### config.mk
export PLATFORM = sky130hd
export DESIGN_NAME = pbp_predict
export DESIGN_NICKNAME = d
export VERILOG_FILES = /design/src/hdl/pbp_pkg.sv /design/src/hdl/pbp_predict.sv
export SDC_FILE = /design/constraint.sdc
export NUM_CORES = 1
export LEC_CHECK = 0
export BUFFER_PORTS_ARGS = -buffer_cell sky130_fd_sc_hd__buf_4
export CORE_AREA = 2 2 246 248
export DETAILED_ROUTE_END_ITERATION = 8
export DIE_AREA = 0 0 248 250
export GPL_TIMING_DRIVEN = 0
export PLACE_DENSITY = 0.65
export SKIP_LAST_GASP = 1
export SYNTH_ARGS = -nofsm -noshare
export SYNTH_HDL_FRONTEND = slang
export SYNTH_SLANG_ARGS = --single-unit
### constraint.sdc
create_clock -name vclk -period 11
set_input_delay 1.1 -clock vclk [all_inputs]
set_output_delay 1.1 -clock vclk [all_outputs]
set_load 0.03 [all_outputs]
### src/hdl/pbp_pkg.sv
// shared types, constants and codes of the perceptron branch predictor
package pbp_pkg;

    // number of weights, one per history bit
    localparam int NUM_WEIGHTS = 64;
    localparam int HIST_W      = 64;
    localparam int WEIGHT_W    = 8;
    localparam int SUM_W       = 14;
    localparam int MAG_W       = 13;
    localparam int BOUND_W     = 7;
    localparam int THR_W       = 13;
    localparam int OUT_DATA_W  = 24;

    // adder tree shape, padded to a power of two
    localparam int TREE_LEVELS = (NUM_WEIGHTS > 1) ? $clog2(NUM_WEIGHTS) : 0;
    localparam int TREE_SIZE   = 1 << TREE_LEVELS;

    // configuration register indexes
    localparam logic [1:0] CFG_WEIGHT_BOUND     = 2'd0;
    localparam logic [1:0] CFG_TRAIN_THRESHOLD  = 2'd1;
    localparam logic [1:0] CFG_CONFIDENCE_BOUND = 2'd2;

    // reset values of the configuration registers
    localparam logic [BOUND_W-1:0] WEIGHT_BOUND_RST     = 7'd127;
    localparam logic [THR_W-1:0]   TRAIN_THRESHOLD_RST  = 13'd137;
    localparam logic [THR_W-1:0]   CONFIDENCE_BOUND_RST = 13'd0;

    // operation codes
    typedef enum logic [1:0] {
        OP_PREDICT = 2'd0,
        OP_TRAIN   = 2'd1,
        OP_CLEAR   = 2'd2
    } op_t;

    typedef logic signed [WEIGHT_W-1:0] weight_t;
    typedef weight_t [NUM_WEIGHTS-1:0]  weight_vec_t;

    // configuration register contents
    typedef struct packed {
        logic [BOUND_W-1:0] weight_bound;
        logic [THR_W-1:0]   train_threshold;
        logic [THR_W-1:0]   confidence_bound;
    } cfg_t;

    // weight update request
    typedef struct packed {
        logic train;
        logic clear;
    } upd_t;

    // one result item
    typedef struct packed {
        logic                    trained;
        logic                    confident;
        logic                    taken;
        logic signed [SUM_W-1:0] weighted_sum;
    } res_t;

endpackage

### src/hdl/pbp_predict.sv
// weighted sum adder tree and predict/train decision
module pbp_predict
(
    input  pbp_pkg::weight_vec_t       weights,
    input  logic [pbp_pkg::HIST_W-1:0] history,
    input  pbp_pkg::op_t               op,
    input  pbp_pkg::cfg_t              cfg,
    output pbp_pkg::res_t              res,
    output pbp_pkg::upd_t              upd
);
    import pbp_pkg::*;

    logic signed [SUM_W-1:0] tree [TREE_LEVELS+1][TREE_SIZE];
    logic signed [SUM_W-1:0] sum;
    logic [SUM_W-1:0]        abs_sum;
    logic [MAG_W-1:0]        mag;
    logic                    taken;
    logic                    confident;
    logic                    skip;

    // balanced adder tree over the selected weights
    always_comb
    begin
        tree = '{default: '0};
        for (int i = 0; i < TREE_SIZE; i++)
        begin
            if (i < NUM_WEIGHTS)
            begin
                if (history[i])
                begin
                    tree[0][i] = SUM_W'(weights[i]);
                end
            end
        end
        for (int lvl = 0; lvl < TREE_LEVELS; lvl++)
        begin
            for (int i = 0; i < (TREE_SIZE >> (lvl + 1)); i++)
            begin
                tree[lvl+1][i] = tree[lvl][2*i] + tree[lvl][2*i+1];
            end
        end
    end

    assign sum     = tree[TREE_LEVELS][0];
    assign abs_sum = sum[SUM_W-1] ? SUM_W'(-sum) : SUM_W'(sum);
    assign mag     = abs_sum[MAG_W-1:0];

    // decisions on the sum before any update
    assign taken     = (sum > 0);
    assign confident = (mag > cfg.confidence_bound);
    assign skip      = (confident && (taken == history[0])) ||
                       (mag > cfg.train_threshold);

    // update request by operation
    always_comb
    begin
        upd = '0;
        case (op)
            OP_TRAIN: upd.train = !skip;
            OP_CLEAR: upd.clear = 1'b1;
            default:  upd = '0;
        endcase
    end

    assign res.weighted_sum = sum;
    assign res.taken        = taken;
    assign res.confident    = confident;
    assign res.trained      = upd.train;

endmodule

# Yosys cells after proc, flatten, opt, wreduce, memory -nomap -nowiden
# Index checks and enable logic that the tools add are counted.
# classes
n_addsub	64
n_lt_le_gt_ge	3
eq_ne	3
muxes	67
reduce_logical	3
# ops
op	n
14-bit two-way mux	64
14-bit adder	63
13-bit > comparator	2
14-bit by 1-bit > comparator with 1-bit output (second input constant)	1
13-bit two-way mux	1
13-bit negation	1
2-bit by 1-bit == test with 1-bit output (second input constant)	1
2-bit == test (second input constant)	1
1-bit two-way mux	2
1-bit == test	1
1-bit logical AND	1
1-bit logical NOT	1
1-bit logical OR	1
# word_totals
ff_bits	0
in_bits	611
out_inout_bits	19
word_cells	140

# Longest topological paths before layout
# depth
depth_word	14
depth_mapped	42

# Worst setup path after synthesis
# OpenSTA, ideal clock, no wires.
# synth_path
path_kind	input to output
start	input history[1] (netlist bit)
end	output upd[1] (netlist bit)
t_arrival_ns	10.702
required_time_ns	9.900
slack_ns	-0.802
cell_stages	40
cell_sequence	clkbuf_1 and2_1 fa_1 inv_1 fa_1 inv_1 fa_1 inv_1 fa_1 inv_1 fa_1 inv_1 fa_1 inv_1 fa_1 fa_1 fa_1 inv_1 [... 4 more ...] a21o_1 a21o_1 a31oi_1 o21ai_1 xor2_1 inv_1 buf_6 o21ai_0 ha_1 nor2b_1 o21a_1 o21ai_0 a21oi_1 o21bai_1 a221o_1 a21oi_1 a31oi_1 buf_4
# synth_rtl
item	line	text
start: declaration	pbp_predict.sv:5	input logic [pbp_pkg::HIST_W-1:0] history,
end: declaration	pbp_predict.sv:9	output pbp_pkg::upd_t upd

==> reports/results.txt <==
Status -> complete, but fails checks
Failing checks -> negative setup slack
Nets -> 3752
Hold crit path type -> in2out
CP max FO -> 8
Footprint of the multi-input gates -> 15730 um^2
Synth-to-layout area growth -> 35.29%
CP Capture Point -> upd[1]
FF/Latch Area -> 0 um^2
Post-Syn Area -> 17660 um^2
Residual DRC count -> 0
# fillers -> 6053
Core ar. -> 59570 um^2
Tightest Pin Transition -> 0.6693 ns
Count of cell types in the netlist -> 46
Clock buf count -> 0
Worst setup EP type -> primary output
Total Routing Usage GR -> 0.1859
Synthesized area per cell -> 9.383 um^2
Via density -> 4.216
Yosys Warn Count -> 0
TritonRoute pass-1 iters -> 4
Crit start category -> input pin
Share of the synthesized area in the top cell type -> 0.6145
Hold-fix buffers, CTS -> 0
Slowest stage delay, CP -> 0.60 ns
Crit path DAT -> 10.44 ns
Hold Vio Cnt, Final -> 0
Antenna violations before repair -> 0
Vias in the first global route -> 15977
Mapped Cells -> 1882
Setup slack at placement -> -1.133 ns
Worst path most repeated cell -> fa_1
GR Overflow Total -> 0
First-pass GRT wire length -> 87130 um
RSZ-0062 raised after global routing -> true
Final wirelength -> 57070 um
Final setup viols -> 3
Layout cells sized above 1 -> 0.2890
Routability Congestion -> 0.9208
PnR worst setup slack -> -0.5408 ns
Tmin final -> 11.54 ns
Final ANT Viol Nets -> 0
Setup TNS -> -1.364 ns
Mapped Nets -> 3113
Largest net degree at the start of global routing -> 11
Post-synthesis sequential area ratio -> 0
DP HPWL -> 54870 um
ANT cells -> 0
Initial Util -> 0.2964
Worst rel slew slack -> 0.5506
Crit share post-route -> 1.049
Hold Startpoint -> op[0]
Die height -> 250 um
Port bufs -> 610
Fin util -> 0.4010
Wirelength per Cell -> 17.29 um
Critical-path top delay cell -> fa_1
Slew Limit Fails -> 0
Starting DRC count in detailed routing -> 434
Sequential cells -> 0
MaxCap Viol Count -> 0
Top cells by area, synth -> fa_1 (61%), inv_1 (13%), and2_1 (9.0%)
Die width -> 248 um
WS Path Type -> in2out
Num ports -> 630
CP required -> 9.90 ns
Top cell type by total area after synthesis -> fa_1
Crit. Startpoint -> history[9]
Row cnt -> 90
Fmax -> 86.65 MHz
DIE AREA -> 62000 um^2
Vias -> 13918
==> metal layers <==
| metal | part of all wire | track usage | vias to the layer above |
|---|---|---|---|
| met5 | 0 | 0 | - |
| met4 | 0.011 | 0.01591 | 0 |
| met3 | 0.045 | 0.01323 | 34 |
| met2 | 0.53 | 0.3458 | 365 |
| met1 | 0.41 | 0.2430 | 6998 |
| li1 | - | - | 6521 |
==> cell usage after synthesis, types with 4 or more instances <==
master	count
a21o_1	7
xnor2_1	23
inv_1	590
fa_1	542
nor2_1	12
nor2b_1	5
nand2_1	267
clkbuf_1	12
o21ai_1	5
o21ai_0	12
nand4_1	4
a21oi_1	13
and2_1	254
ha_1	78
xor2_1	8
==> layout by cell type, fill, tap and decap left out, drive strengths merged, types with 3 or more instances in the layout <==
cell	n
and2	254
nand3b	3
o21a	3
buf	644
a211oi	3
clkbuf	10
a31oi	3
a21o	7
inv	590
nand2	267
fa	542
nand3	3
nor2	12
a21oi	13
xnor2	23
xor2	8
nand4	4
ha	78
o21ai	17
nor2b	5
==> stage by stage <==
step	cells	instance area [um^2]	hold WS, ns
floorplan	1882	17780	2.310
global placement	3274	23340	2.513
detailed placement	3274	23340	2.513
CTS	3295	23760	2.513
global route	3301	23890	2.521
finish	3301	23890	2.510
==> cells by family after synthesis <==
family / count (synthesis) / share of synthesized area
buf+inv: 607 / 0.1305
compound gates: 58 / 0.02232
xor+xnor: 31 / 0.01538
fa+ha+maj: 620 / 0.6697
simple gates: 566 / 0.1620
==> critical path, delay by kind of cell <==
family,cells,cell delay (ns)
compound gates,9,1.73
fa+ha+maj,12,5.60
xor+xnor,2,0.27
simple gates,3,0.40
buf+inv,12,1.31
==> layout make-up <==
class	instances	area share
timing repair buffer	638	0.2016
buffer	16	0.006442
tap	782	0.04096
inverter	590	0.09270
multi-input combinational	1275	0.6583
==> worst min path at each step <==
stage | end | cells after the start
3_3_place_gp | upd[0] | 3
6_report | upd[0] | 3
5_1_grt | upd[0] | 3
3_5_place_dp | upd[0] | 3
4_1_cts | upd[0] | 3
2_1_floorplan | upd[0] | 1
==> what timing repair did <==
item	4_1_cts	5_1_grt
endpoints found under the setup margin	3	3
buffers inserted	21	7
resized for setup	70	27
pin swaps	49	29
Power is left out: the tool's default activity adds up to more than one toggle a clock period on the data nets, which glitch-free logic cannot reach.
