`config.mk`:
```
export PLATFORM = sky130hd
export DESIGN_NAME = pbp_cfg_regs
export DESIGN_NICKNAME = d
export VERILOG_FILES = /design/src/hdl/pbp_pkg.sv /design/src/hdl/pbp_cfg_regs.sv
export SDC_FILE = /design/constraint.sdc
export NUM_CORES = 1
export LEC_CHECK = 0
export BUFFER_PORTS_ARGS = -buffer_cell sky130_fd_sc_hd__buf_2
export CAP_MARGIN = 20
export CORE_UTILIZATION = 50
export DETAILED_ROUTE_END_ITERATION = 10
export HOLD_SLACK_MARGIN = 0.12
export PLACE_DENSITY_LB_ADDON = 0.05
export SYNTH_ARGS = -nofsm -noshare
export SYNTH_HDL_FRONTEND = slang
export SYNTH_SLANG_ARGS = --single-unit
```
`constraint.sdc`:
```
create_clock -name clk -period 2.2 [get_ports clk]
set_input_delay 0.11 -clock clk [delete_from_list [all_inputs] [get_ports clk]]
set_output_delay 0.11 -clock clk [all_outputs]
set_load 0.03 [all_outputs]
```
`src/hdl/pbp_pkg.sv`:
```
// shared types, constants and codes of the perceptron branch predictor
package pbp_pkg;

    // number of weights, one per history bit
    localparam int NUM_WEIGHTS = 64;
    localparam int HIST_W      = 64;
    localparam int WEIGHT_W    = 8;
    localparam int SUM_W       = 14;
    localparam int MAG_W       = 13;
    localparam int BOUND_W     = 7;
    localparam int THR_W       = 13;
    localparam int OUT_DATA_W  = 24;

    // adder tree shape, padded to a power of two
    localparam int TREE_LEVELS = (NUM_WEIGHTS > 1) ? $clog2(NUM_WEIGHTS) : 0;
    localparam int TREE_SIZE   = 1 << TREE_LEVELS;

    // configuration register indexes
    localparam logic [1:0] CFG_WEIGHT_BOUND     = 2'd0;
    localparam logic [1:0] CFG_TRAIN_THRESHOLD  = 2'd1;
    localparam logic [1:0] CFG_CONFIDENCE_BOUND = 2'd2;

    // reset values of the configuration registers
    localparam logic [BOUND_W-1:0] WEIGHT_BOUND_RST     = 7'd127;
    localparam logic [THR_W-1:0]   TRAIN_THRESHOLD_RST  = 13'd137;
    localparam logic [THR_W-1:0]   CONFIDENCE_BOUND_RST = 13'd0;

    // operation codes
    typedef enum logic [1:0] {
        OP_PREDICT = 2'd0,
        OP_TRAIN   = 2'd1,
        OP_CLEAR   = 2'd2
    } op_t;

    typedef logic signed [WEIGHT_W-1:0] weight_t;
    typedef weight_t [NUM_WEIGHTS-1:0]  weight_vec_t;

    // configuration register contents
    typedef struct packed {
        logic [BOUND_W-1:0] weight_bound;
        logic [THR_W-1:0]   train_threshold;
        logic [THR_W-1:0]   confidence_bound;
    } cfg_t;

    // weight update request
    typedef struct packed {
        logic train;
        logic clear;
    } upd_t;

    // one result item
    typedef struct packed {
        logic                    trained;
        logic                    confident;
        logic                    taken;
        logic signed [SUM_W-1:0] weighted_sum;
    } res_t;

endpackage

```
`src/hdl/pbp_cfg_regs.sv`:
```
// configuration registers of the perceptron branch predictor
module pbp_cfg_regs
(
    input  logic               clk,
    input  logic               rst_n,
    input  logic               cfg_valid,
    output logic               cfg_ready,
    input  logic [1:0]         cfg_index,
    input  logic [12:0]        cfg_data,
    output pbp_pkg::cfg_t      cfg
);
    import pbp_pkg::*;

    cfg_t cfg_reg;
    cfg_t cfg_next;

    // writes are always taken
    assign cfg_ready = 1'b1;

    // decode the register index
    always_comb
    begin
        cfg_next = cfg_reg;
        if (cfg_valid)
        begin
            case (cfg_index)
                CFG_WEIGHT_BOUND:     cfg_next.weight_bound     = cfg_data[BOUND_W-1:0];
                CFG_TRAIN_THRESHOLD:  cfg_next.train_threshold  = cfg_data[THR_W-1:0];
                CFG_CONFIDENCE_BOUND: cfg_next.confidence_bound = cfg_data[THR_W-1:0];
                default:              cfg_next = cfg_reg;
            endcase
        end
    end

    // register state
    always_ff @(posedge clk or negedge rst_n)
    begin
        if (!rst_n)
        begin
            cfg_reg.weight_bound     <= WEIGHT_BOUND_RST;
            cfg_reg.train_threshold  <= TRAIN_THRESHOLD_RST;
            cfg_reg.confidence_bound <= CONFIDENCE_BOUND_RST;
        end
        else
        begin
            cfg_reg <= cfg_next;
        end
    end

    assign cfg = cfg_reg;

endmodule

```
======== Word-level counts from Yosys, hierarchy flattened ========
Index checks and enable logic that the tools add are counted.
word-level totals
  input bits .............................. 18
  bits in writable memories ............... 0
  ROM bits ................................ 0
  flip-flop bits (word level) ............. 33
  bits in latches ......................... 0
  memories kept ........................... 0
  logic and storage cells ................. 9
cells by class
  reduce and logical (&&, ||, !) cells .... 4
  shift-type cells ........................ 0
  eq/ne operators ......................... 2
  bitwise gates (word level) .............. 0
  $lt $le $gt $ge ......................... 0
  multiply operators ...................... 0
  muxes and demuxes ....................... 0
  add/sub/neg operators ................... 0
  div/mod/pow operators ................... 0
operators by type and width
  cell                                                                    number
  2-bit AND reduction                                                     3
  2-bit by 1-bit equality test with 1-bit output (second input constant)  1
  2-bit equality test (second input constant)                             1
  2-bit zero test                                                         1

======== Logic depth before layout (Yosys ltp) ========
  word-level depth ........................ 2
  mapped depth ............................ 3
  mapped depth without buffers ............ 2

======== Worst setup path before layout ========
No wires, ideal clock.
  path kind ............................... input port to flip-flop
  from .................................... input cfg_index[0]
  to ...................................... register cfg_reg (netlist bit cfg[26])
  slack ................................... 1.253 ns
  required time ........................... 2.118 ns
  library setup time ...................... 0.082 ns
  data arrival time ....................... 0.865 ns
  stages on the path ...................... 2
  buffers on the path ..................... 0
  cells stage by stage .................... nor3b_2 -> mux2_2
between the ends
  cells in the longest elaborated chain, start to end .. 2
ends and longest elaborated chain
  what                           line                source
  start: declaration             pbp_cfg_regs.sv:8   input logic [1:0] cfg_index,
  2-bit zero test                pbp_cfg_regs.sv:26  case (cfg_index)
  2-bit AND reduction (no line)  -
  end signal: assignment         pbp_cfg_regs.sv:46  cfg_reg <= cfg_next;
  end: declaration               pbp_cfg_regs.sv:14  cfg_t cfg_reg;
Every way passes these cells.
A chain may end at the register's enable or synchronous reset.

======== Worst setup path after layout ========
  from .................................... register cfg_reg (netlist bit cfg[16])
  to ...................................... output cfg[16] (netlist bit)
RTL lines
  what              line                source
  end: declaration  pbp_cfg_regs.sv:10  output pbp_pkg::cfg_t cfg
No word-level cell between the ends.

==> summary by stage <==
GRT
The via count of the first global-routing pass came to approximately 870. The first global-routing pass estimated about 3.8 mm of wire. Entering global routing, the biggest net connects 34 pins. The number of antenna violations at the first check in global routing is 0. The layer flagged by global routing as most heavily used is met2. Global routing used between 6 and 7% of the available met3 tracks. The total track usage is a little over a fifth. The global routing met1 resource utilization is around 24%. Global routing consumed, on the met2 layer, 34.0% of the routing resources. The total overflow left after global routing is 0.

Min path
The hold path startpoint is cfg_index[0]. The worst min-delay path category is in -> reg.

Critical path
The largest single stage delay on the critical path is 0.54 ns. STA classifies the critical path startpoint as a register. The largest individual stage delay along the critical path comes from the cell sky130_fd_sc_hd__dfstp_2. The source of the critical timing path is cfg[16]$_DFFE_PN1P_.

The endpoint required time on the critical path is roughly 2.1 ns. The buffers plus inverters on the worst setup path is 1. The critical path data arrival time is roughly 1.1 ns.

In this design, the largest share of critical-path delay is due to flip-flops. Of all nets on the critical path, the largest fanout is 2. The endpoint type of the worst setup path is a primary output. The startpoint of the worst register-to-register path is cfg[0]$_DFFE_PN0P_.

The signal on the critical path passes through buf_2. The worst setup path is of the reg -> out kind.

Clocking
At the later pin of the worst-skew pair, clock insertion delay measures between 0.3 and 0.4 ns. The CTS tree is yes. The buffer depth of the longest clock path is 2. CTS built an H-tree with a depth of 2.

After clock tree synthesis, the clock-pin slew on the worst setup and hold paths is roughly 0.1 ns. The sink count of the clock tree is 33. Counting the buffers created by CTS gives 5.

The clock root buffer master is sky130_fd_sc_hd__clkbuf_4.

Drt
Using the TritonRoute via totals, the vias-per-cell ratio works out to between 4 and 5. The starting DRC count in detailed routing is 1. The final layout contains routed wiring with a total length of about 2.5 mm. Dividing the detail-routed wire length by the instance count gives about 14 um. The detail route stage leaves a number of antenna-violating nets equal to 0.

In the routed design, unresolved DRC markers number 0. The first-pass iteration count of the detailed router is 2. The routed layout has ~850 vias.

Synthesis
The share of flip-flops with an asynchronous set or reset after synthesis is between 90% and 100%. In this run, synthesis inferred 0 flip-flops with an integrated enable. The sequential cell area fraction in the yosys report is about two thirds. The combined area of all synthesized cells is about 0.0013 mm2. Summing the areas of all compound-gate instances in the mapped netlist gives 0% of the synthesized area. A synthesized cell averages approximately 17 um2.

Of the total synthesized cell area, the portion taken by XOR and XNOR cells is 0%. After Yosys synthesis, and, or, nand and nor cells account for approximately 2.2% of the synthesized area. Yosys instantiated no cell more often than sky130_fd_sc_hd__mux2_2. The largest family of logic cells by synthesized area is multiplexers. The synthesized netlist devotes 0% of its cell area to adder and majority cells. The cell type with the highest aggregate area in the netlist is sky130_fd_sc_hd__dfrtp_1. When the netlist entered floorplanning its net count stood at 91. By area the synthesized netlist is led by sky130_fd_sc_hd__dfrtp_1 (46%), sky130_fd_sc_hd__mux2_2 (29%), sky130_fd_sc_hd__dfstp_2 (21%). In the synthesized netlist the dominant register cell turns out to be sky130_fd_sc_hd__dfrtp_1. Counting instances in the post-synthesis netlist gives the leading cell types as sky130_fd_sc_hd__mux2_2 (33), sky130_fd_sc_hd__dfrtp_1 (23), sky130_fd_sc_hd__dfstp_2 (10), sky130_fd_sc_hd__buf_4 (3), sky130_fd_sc_hd__nand3b_1 (2).

The number of distinct library cells after synthesis is 7. The post-synthesis sequential element count is 33. Synthesis produced 73 cells.

During synthesis, Yosys emitted a total of 0 warnings. The multiplexer share of the synthesized area is 29.4%. The fraction of synthesized cell area taken by the top area cell type is between 40% and 50%.

Final layout
Relative to the synthesized area, the layout overhead comes to 35.9%. The repair_antennas step left the layout with diodes totalling 0. The flip-flop count of the largest register after layout is 33. The number of fill cells in the layout is about 160. The number of nets in the final layout is 159. The end-of-flow core utilization is 74.8%. The fraction of final layout cells with drive strength greater than 1 is a little under three quarters.

Power and ir drop
The analysis attributes to cell leakage a power of between 0.0008 and 0.0009 uW. The worst-case IR drop observed on VDD is about 0.00063 V. In this run the power density over the cells is just under 1000 mW/mm2.

Floorplan
The number of standard-cell rows in the floorplan is 17. For this configuration, the core starts out at a cell density of a little under three fifths. The die height is about 52 um. The die footprint is around 0.0027 mm2. The placeable core region is approximately 0.0023 mm2.

The I/O pin count is between 50 and 60. The width of the die is approximately 52 um.

Timing
Between clock sinks in the finished design, the worst skew comes to 0 ns. Timing would allow up to 0.848 GHz. The final number of max-transition violations is 0. Setup repair after global routing left no endpoint under its margin. The number of hold-slack violations in the final timing report came to 0. Dividing the final minimum period by the clock period gives between 50% and 60%.

Setup violations remaining at the end of the flow were counted as 0. For the finished layout, the period the worst path requires is about 1.2 ns. Setup total negative slack on the finished layout was measured at 0 ns. At the pin with the least slew margin, the transition time is around 0.74 ns. The worst slew margin relative to its limit is 50.7%.

Placement
Port buffering added 50 buffers. The HPWL after detailed placement is 1.60 mm. The routability congestion estimate is roughly 0.65.

Job
The number of max-cap violations is 0.

Status
The run finished with clean final reports.
## through the flow
step | area (um2) | hold slack (ns) | std cells | worst slack [ns] | power [uW]
floorplan | 1260 | -0.186 | 73 | 1.25 | 1170
global route | 1720 | 0.237 | 170 | 0.981 | 1740
global placement | 1530 | 0.189 | 148 | 0.769 | 1320
CTS | 1720 | 0.230 | 170 | 0.998 | 1680
finish | 1720 | 0.244 | 170 | 1.02 | 1660
detailed placement | 1530 | 0.198 | 148 | 0.774 | 1340
## layout make-up
cell class                      instances  area, um2  area share, %
Sequential cell                        33        838           48.8
Multi-Input combinational cell         37        403           23.5
Timing Repair Buffer                   64        390           22.7
Clock buffer                            6       41.3           2.40
Tap cell                               28       35.0           2.04
Clock inverter                          2       10.0          0.583
## cells in the final DEF, fill, tap and decap left out
master and n:
sky130_fd_sc_hd__buf_2 50, sky130_fd_sc_hd__mux2_2 33, sky130_fd_sc_hd__dfrtp_1 23, sky130_fd_sc_hd__dlygate4sd3_1 14
sky130_fd_sc_hd__dfstp_2 10, sky130_fd_sc_hd__clkbuf_4 5, sky130_fd_sc_hd__nand3b_1 2, sky130_fd_sc_hd__clkinv_2 2
sky130_fd_sc_hd__nor3b_2 1, sky130_fd_sc_hd__conb_1 1, sky130_fd_sc_hd__clkbuf_1 1
## routing by layer
layer | wire length [um] | vias up | share of wire (%)
met5 | 0 | - | 0
met4 | 63 | 0 | 2.6
met3 | 157 | 8 | 6.4
met2 | 1140 | 40 | 46
met1 | 1100 | 406 | 45
li1 | - | 392 | -
## kinds of logic (layout without fill, tap and decap cells)
family,Yosys count,in the layout
multiplexers,33,33
AND/OR/NAND/NOR,3,3
other,1,1
flip-flops,33,33
buffers and inverters,3,72
## power breakdown
part / total (uW) / internal, uW / leakage, uW / switching [uW]
sequential: 800 / 746 / 0.000377 / 53.9
combinational: 541 / 196 / 0.000407 / 345
clock: 315 / 121 / 0.0000320 / 193
total: 1660 / 1060 / 0.000816 / 592
## final timing paths
kind | slack (ns) | cells past startpoint | to
worst max register to register | 1.43 | 1 | cfg[0]$_DFFE_PN0P_
min in group asynchronous | 0.35 | 2 | cfg[4]$_DFFE_PN0P_
worst min-delay path | 0.24 | 3 | cfg[28]$_DFFE_PN1P_
worst min register to register | 0.51 | 1 | cfg[24]$_DFFE_PN0P_
worst max-delay path | 1.02 | 1 | cfg[16]
max in group asynchronous | 1.40 | 2 | cfg[18]$_DFFE_PN0P_
## repair_timing
item	CTS	global route
resized for setup	0	0
hold endpoints to repair	56	0
hold buffers	14	0
buffers inserted	0	0
(Power assumes the default switching activity.)
